--- config.mk ---
export PLATFORM = sky130hd
export DESIGN_NAME = hex_record_stream_parser_core
export DESIGN_NICKNAME = d
export VERILOG_FILES = /design/src/rtl/core/hrsp_pkg.sv /design/src/rtl/core/hex_record_stream_parser_core.sv /design/src/rtl/core/hrsp_decoder.sv
export SDC_FILE = /design/constraint.sdc
export NUM_CORES = 1
export LEC_CHECK = 0
export CORE_UTILIZATION = 40
export CTS_CLUSTER_SIZE = 14
export DETAILED_ROUTE_END_ITERATION = 12
export DONT_BUFFER_PORTS = 1
export PLACE_DENSITY_LB_ADDON = 0.2
export SLEW_MARGIN = 20
export SYNTH_ARGS = -nofsm -noshare
export SYNTH_HDL_FRONTEND = slang
export SYNTH_SLANG_ARGS = --single-unit
--- constraint.sdc ---
create_clock -name clk -period 5.5 [get_ports clk]
set_input_delay 1.375 -clock clk [delete_from_list [all_inputs] [get_ports clk]]
set_output_delay 1.375 -clock clk [all_outputs]
set_load 0.02 [all_outputs]
--- src/rtl/core/hrsp_pkg.sv ---
// ----------------------------------------------------------------------------
// hrsp_pkg
// Types, character codes and the hex digit decoder for the HEX record parser.
// ----------------------------------------------------------------------------
package hrsp_pkg;

  localparam logic [7:0] CHAR_COLON = 8'h3A;
  localparam logic [7:0] CHAR_ZERO  = 8'h30;
  localparam logic [7:0] CHAR_NINE  = 8'h39;
  localparam logic [7:0] CHAR_UPPER_A = 8'h41;
  localparam logic [7:0] CHAR_UPPER_F = 8'h46;

  localparam logic [7:0] REC_DATA     = 8'h00;
  localparam logic [7:0] REC_EXT_ADDR = 8'h04;

  localparam int HEADER_DIGITS = 8;
  localparam int SUM_DIGITS    = 2;

  typedef enum logic [1:0] {
    PH_HUNT,
    PH_HEAD,
    PH_DATA,
    PH_SUM
  } phase_t;

  typedef struct packed {
    logic       ok;
    logic [3:0] nib;
  } hex_digit_t;

  typedef struct packed {
    logic        valid;
    logic [31:0] byte_address;
    logic [7:0]  data_byte;
    logic        bad_char;
  } result_t;

  function automatic hex_digit_t hex_decode(input logic [7:0] c);
    hex_digit_t d;
    logic [7:0] diff;
    d = '0;
    diff = '0;
    if (c >= CHAR_ZERO && c <= CHAR_NINE) begin
      diff = c - CHAR_ZERO;
      d.ok = 1'b1;
      d.nib = diff[3:0];
    end else if (c >= CHAR_UPPER_A && c <= CHAR_UPPER_F) begin
      diff = c - CHAR_UPPER_A + 8'd10;
      d.ok = 1'b1;
      d.nib = diff[3:0];
    end
    return d;
  endfunction

endpackage

--- src/rtl/core/hex_record_stream_parser_core.sv ---
// ----------------------------------------------------------------------------
// hex_record_stream_parser_core
// Intel HEX text to addressed data bytes, one character per word.
// ----------------------------------------------------------------------------
// Takes one ASCII character per cycle and answers each data byte of a type 00
// record with its 32-bit address (upper base from type 04 records plus record
// offset plus byte index), or flags a non-hex character in header or data.
// Each character is decoded in the cycle it is accepted; a result appears on
// the output register the following cycle. The output register is the only
// stall point: input is taken whenever that register is empty or being read.
module hex_record_stream_parser_core (
  input  logic        clk,
  input  logic        rst,
  input  logic        s_tvalid,
  output logic        s_tready,
  input  logic [7:0]  s_tdata,   // [7:0] text_char
  output logic        m_tvalid,
  input  logic        m_tready,
  output logic [39:0] m_tdata,   // [31:0] byte_address, [39:32] data_byte
  output logic        m_tuser    // [0] bad_char
);

  hrsp_pkg::result_t res;
  logic take;

  assign s_tready = !m_tvalid || m_tready;
  assign take = s_tvalid && s_tready;

  hrsp_decoder u_decoder (
    .clk       (clk),
    .rst       (rst),
    .take      (take),
    .text_char (s_tdata),
    .res       (res)
  );

  always_ff @(posedge clk) begin
    if (rst) begin
      m_tvalid <= 1'b0;
    end else if (take) begin
      m_tvalid <= res.valid;
    end else if (m_tready) begin
      m_tvalid <= 1'b0;
    end
  end

  always_ff @(posedge clk) begin
    if (take && res.valid) begin
      m_tdata <= {res.data_byte, res.byte_address};
      m_tuser <= res.bad_char;
    end
  end

endmodule

--- src/rtl/core/hrsp_decoder.sv ---
// ----------------------------------------------------------------------------
// hrsp_decoder
// Record state machine: header decode, address tracking and byte results.
// ----------------------------------------------------------------------------
module hrsp_decoder (
  input  logic              clk,
  input  logic              rst,
  input  logic              take,
  input  logic [7:0]        text_char,
  output hrsp_pkg::result_t res
);

  hrsp_pkg::phase_t phase, phase_next;
  logic [8:0]  digit_count, digit_count_next;
  logic [3:0]  high_nibble, high_nibble_next;
  logic [7:0]  record_length, record_length_next;
  logic [15:0] record_offset, record_offset_next;
  logic [7:0]  record_type, record_type_next;
  logic [15:0] upper_address, upper_address_next;
  logic [7:0]  byte_index, byte_index_next;

  hrsp_pkg::hex_digit_t dig;
  logic [8:0] dc_inc;
  logic [7:0] byte_val;
  logic [7:0] type_eff;
  logic       odd;

  always_ff @(posedge clk) begin
    if (rst) begin
      phase <= hrsp_pkg::PH_HUNT;
      digit_count <= '0;
      high_nibble <= '0;
      record_length <= '0;
      record_offset <= '0;
      record_type <= '0;
      upper_address <= '0;
      byte_index <= '0;
    end else begin
      phase <= phase_next;
      digit_count <= digit_count_next;
      high_nibble <= high_nibble_next;
      record_length <= record_length_next;
      record_offset <= record_offset_next;
      record_type <= record_type_next;
      upper_address <= upper_address_next;
      byte_index <= byte_index_next;
    end
  end

  always_comb begin
    dig = hrsp_pkg::hex_decode(text_char);
    dc_inc = digit_count + 9'd1;
    odd = digit_count[0];
    byte_val = {high_nibble, dig.nib};
    type_eff = (odd && digit_count[2:1] == 2'd3) ? byte_val : record_type;

    phase_next = phase;
    digit_count_next = digit_count;
    high_nibble_next = high_nibble;
    record_length_next = record_length;
    record_offset_next = record_offset;
    record_type_next = record_type;
    upper_address_next = upper_address;
    byte_index_next = byte_index;
    res = '0;

    if (take) begin
      unique case (phase)
        hrsp_pkg::PH_SUM: begin
          if (dc_inc >= 9'(hrsp_pkg::SUM_DIGITS)) begin
            phase_next = hrsp_pkg::PH_HUNT;
            digit_count_next = '0;
          end else begin
            digit_count_next = dc_inc;
          end
        end
        hrsp_pkg::PH_HEAD, hrsp_pkg::PH_DATA: begin
          if (!dig.ok) begin
            phase_next = hrsp_pkg::PH_HUNT;
            digit_count_next = '0;
            res.valid = 1'b1;
            res.bad_char = 1'b1;
          end else begin
            if (!odd) begin
              high_nibble_next = dig.nib;
            end
            digit_count_next = dc_inc;
            if (phase == hrsp_pkg::PH_HEAD) begin
              if (odd) begin
                unique case (digit_count[2:1])
                  2'd0: record_length_next = byte_val;
                  2'd1: record_offset_next[15:8] = byte_val;
                  2'd2: record_offset_next[7:0] = byte_val;
                  default: record_type_next = byte_val;
                endcase
              end
              if (dc_inc >= 9'(hrsp_pkg::HEADER_DIGITS)) begin
                digit_count_next = '0;
                byte_index_next = '0;
                if (type_eff == hrsp_pkg::REC_EXT_ADDR) begin
                  upper_address_next = '0;
                end
                phase_next = (record_length == 8'd0) ? hrsp_pkg::PH_SUM : hrsp_pkg::PH_DATA;
              end
            end else begin
              if (record_type == hrsp_pkg::REC_EXT_ADDR && digit_count < 9'd4) begin
                unique case (digit_count[1:0])
                  2'd0: upper_address_next[15:12] = dig.nib;
                  2'd1: upper_address_next[11:8] = dig.nib;
                  2'd2: upper_address_next[7:4] = dig.nib;
                  default: upper_address_next[3:0] = dig.nib;
                endcase
              end
              if (odd) begin
                if (record_type == hrsp_pkg::REC_DATA) begin
                  res.valid = 1'b1;
                  res.byte_address = {upper_address, 16'h0000} + {16'h0000, record_offset}
                                     + {24'h000000, byte_index};
                  res.data_byte = byte_val;
                end
                byte_index_next = byte_index + 8'd1;
              end
              if (dc_inc >= {record_length, 1'b0}) begin
                digit_count_next = '0;
                phase_next = hrsp_pkg::PH_SUM;
              end
            end
          end
        end
        default: begin
          phase_next = hrsp_pkg::PH_HUNT;
          if (text_char == hrsp_pkg::CHAR_COLON) begin
            phase_next = hrsp_pkg::PH_HEAD;
            digit_count_next = '0;
          end
        end
      endcase
    end
  end

endmodule

==> results.md <==
- Status: finished clean
- RR Endpoint: u_decoder.digit_count[1]
- Number of port buffers: 0
- Synth area leaders: dfxtp_1, edfxtp_1, ha_1
- Rows: 45
- Synth cell types: 76
- Setup Total Neg Slack: 0 ns
- CTS root buffer: clkbuf_16
- Hold Buf Count CTS: 0
- Worst Slack Setup Final: 1.47 ns
- Total placed cells including tap cells: 840
- Total grt overflow: 0
- Psw: 399 uW
- Finished Layout Cells: 871
- Most common cell after layout, fill and taps aside: nor2_1
- WHS: 0.469 ns
- Total CTS buffers: 17
- Reg2reg start: u_decoder.digit_count[0]
- Register share of total power: 44.5%
- Dpl ws: 1.40 ns
- Total number of vias: 4865
- Clk buf depth: 2
- R2R Setup Slk: 1.47 ns
- Drt wl/cell: 17.5 um
- Post-CTS sizing: 0
- TritonCTS sink count: 113
- Hold Vio Cnt, Final: 0
- Maximum clock rate: 248 MHz
- Worst setup EP type: register
- DRC: 0
- Hold WC Path Type: register to register
- Placed wire-length estimate: 11.0 mm
- H-tree levels: 4
- Comb power frac: 1.3%
- Initial antenna violation count: 0
- Die Y: 127 um
- Asr flop ratio synth: 0%
- Nets: 713
- FF+latch count, synth: 113
- Hold path depth: 2
- Sw Share: 20.6%
- Area share of the largest cell type after synthesis: 23.1%
- Avg Inst Size Synth: 9.20 um2
- Final worst-path cycle share: 73.3%
- Most used flip-flop cell after synthesis: dfxtp_1
- Setup bufs post-CTS: 0
- Crit Path Class: register to register
- CP max FO: 16
- Syn. warnings: 0
- GRT Overall Usage: 20.1%
- I/O pin count: 55
- Routed vias/inst: 5.59
- VDD IR max: 0.000206 V
- Initial Util: 41.1%
- Final Skew: 0.0103 ns
- Die X: 127 um
- ANT cells: 0
- RSZ-0062 raised after global routing: false
- Worst hold start: u_decoder.record_length[4]
- Worst Max-Slew Pin Slew: 1.08 ns
- Drt pass-1 iters: 5
- Clock power frac: 54.2%
- Largest net degree at the start of global routing: 70
- Synth-to-Final Area Change: 11.3%
- Gpl congestion: 0.946
- Syn Nets: 720
- Most frequent cells in the layout: nor2_1, dfxtp_1, nand2_1, inv_1, edfxtp_1
- Syn Inst Count: 678
- EDFF count, synth: 41
- Via count of the first global-routing pass: 4726
- Depth of the most critical reg-to-reg path: 12
- Endpoints failing setup: 0
- CTS clk-pin slew, worst paths: 0.05 ns
- Cell Area, Synth: 6240 um2
- Register area share after synthesis: 42.8%
- Leak: 2.21 nW
- Final Total Pwr: 1.94 mW
- WHS Endpoint: u_decoder.record_length[4]
- Cell taking the most area after synthesis: dfxtp_1
- First-pass GRT wire length: 25.0 mm
- Die area: 16100 um2
- Max_cap viols: 0
- Drt initial violations: 318
- Final ANT Viol Nets: 0
- Relative slew slack: 28.0%
- Cell Pwr Density: 279 nW/um2
- Internal cell power: 1.54 mW
- Layout cells sized above 1: 9.52%
- Max-slew violations: 0
- Required time worst endpoint: 5.83 ns
- Skew-Pair Late Insertion Delay: 0.41 ns
- Arrival @ worst endpoint: 4.37 ns
- Startpoint types: register
- Core area: 15200 um2
- CTS tree: done
- Tmin final: 4.03 ns
- Drt total wl: 15.2 mm
[critical path: stages, from the launching register on]
cell	delay, ns
dfxtp_1	0.65
ha_1	0.39
nand4_1	0.19
or2_2	0.35
xor2_1	0.39
inv_1	0.10
ha_1	0.30
a21oi_1	0.18
a221oi_1	0.13
a41o_1	0.24
o31ai_1	0.60
nand2_1	0.22
o21ai_0	0.21
[layout make-up]
| class | instances | area (um2) |
|---|---|---|
| Fill cell | 1454 | 8260 |
| Multi-Input combinational cell | 493 | 3290 |
| Sequential cell | 113 | 2670 |
| Clock buffer | 23 | 489 |
| Tap cell | 188 | 235 |
| Inverter | 44 | 165 |
| Clock inverter | 8 | 76.3 |
| Timing Repair Buffer | 2 | 15.0 |
[cell usage after synthesis (10+ instances only)]
master / count
nand2b_1: 22
nand2_1: 62
nand4_1: 10
nor2_1: 84
nand3_1: 20
o21ai_0: 15
mux2i_1: 25
a211oi_1: 14
ha_1: 29
nor3_1: 13
a21oi_1: 39
xnor2_1: 24
dfxtp_1: 72
inv_1: 44
edfxtp_1: 41
clkbuf_1: 23
[how the worst max path moves through the flow]
stage	slack (ns)	end	from	cells after the start
floorplan	0.61	m_tdata[0]	s_tdata[0]	7
global placement	1.47	u_decoder.record_offset[4]	s_tdata[4]	7
detailed placement	1.40	u_decoder.record_offset[5]	s_tdata[4]	7
CTS	1.49	u_decoder.digit_count[1]	u_decoder.digit_count[0]	12
global route	1.15	u_decoder.digit_count[1]	u_decoder.digit_count[0]	12
finish	1.47	u_decoder.digit_count[1]	u_decoder.digit_count[0]	12
[cells by family after synthesis]
group,count (synthesis),share of synthesized area (%)
AOI/OAI and AO/OA,122,13.4
xor gates and xnor gates,32,4.49
adders and majority gates,31,6.30
buffers and inverters,72,4.69
DFF,113,42.8
muxes,26,4.19
and+or+nand+nor,282,24.1
[registers in the layout, summed over array words and instances (netlist names)]
register / count
m_tdata: 40
u_decoder.record_offset: 16
u_decoder.upper_address: 16
u_decoder.digit_count: 9
u_decoder.byte_index: 8
u_decoder.record_length: 8
u_decoder.record_type: 8
u_decoder.high_nibble: 4
u_decoder.phase: 2
m_tuser: 1
m_tvalid: 1
[through the flow]
stage / utilization [%] / instance area (um2)
floorplan: - / 6240
global placement: 41.9 / 6370
global route: 45.7 / 6950
finish: 45.7 / 6950
detailed placement: 41.9 / 6370
CTS: 45.7 / 6940
[power groups by stage]
stage	logic [mW]	registers [mW]	clock network, mW
4_1_cts	0.0261	0.862	1.07
3_3_place_gp	0.0259	0.879	0
6_report	0.0259	0.862	1.05
3_5_place_dp	0.0260	0.879	0
5_1_grt	0.0280	0.861	1.11
2_1_floorplan	0.0252	0.879	0
[per-layer routing]
layer	GRT usage, %	share of wire [%]
met5	0	0
met1	26.1	47
met3	4.47	4.2
met4	7.00	1.6
met2	32.7	47
(Power assumes the default switching activity.)
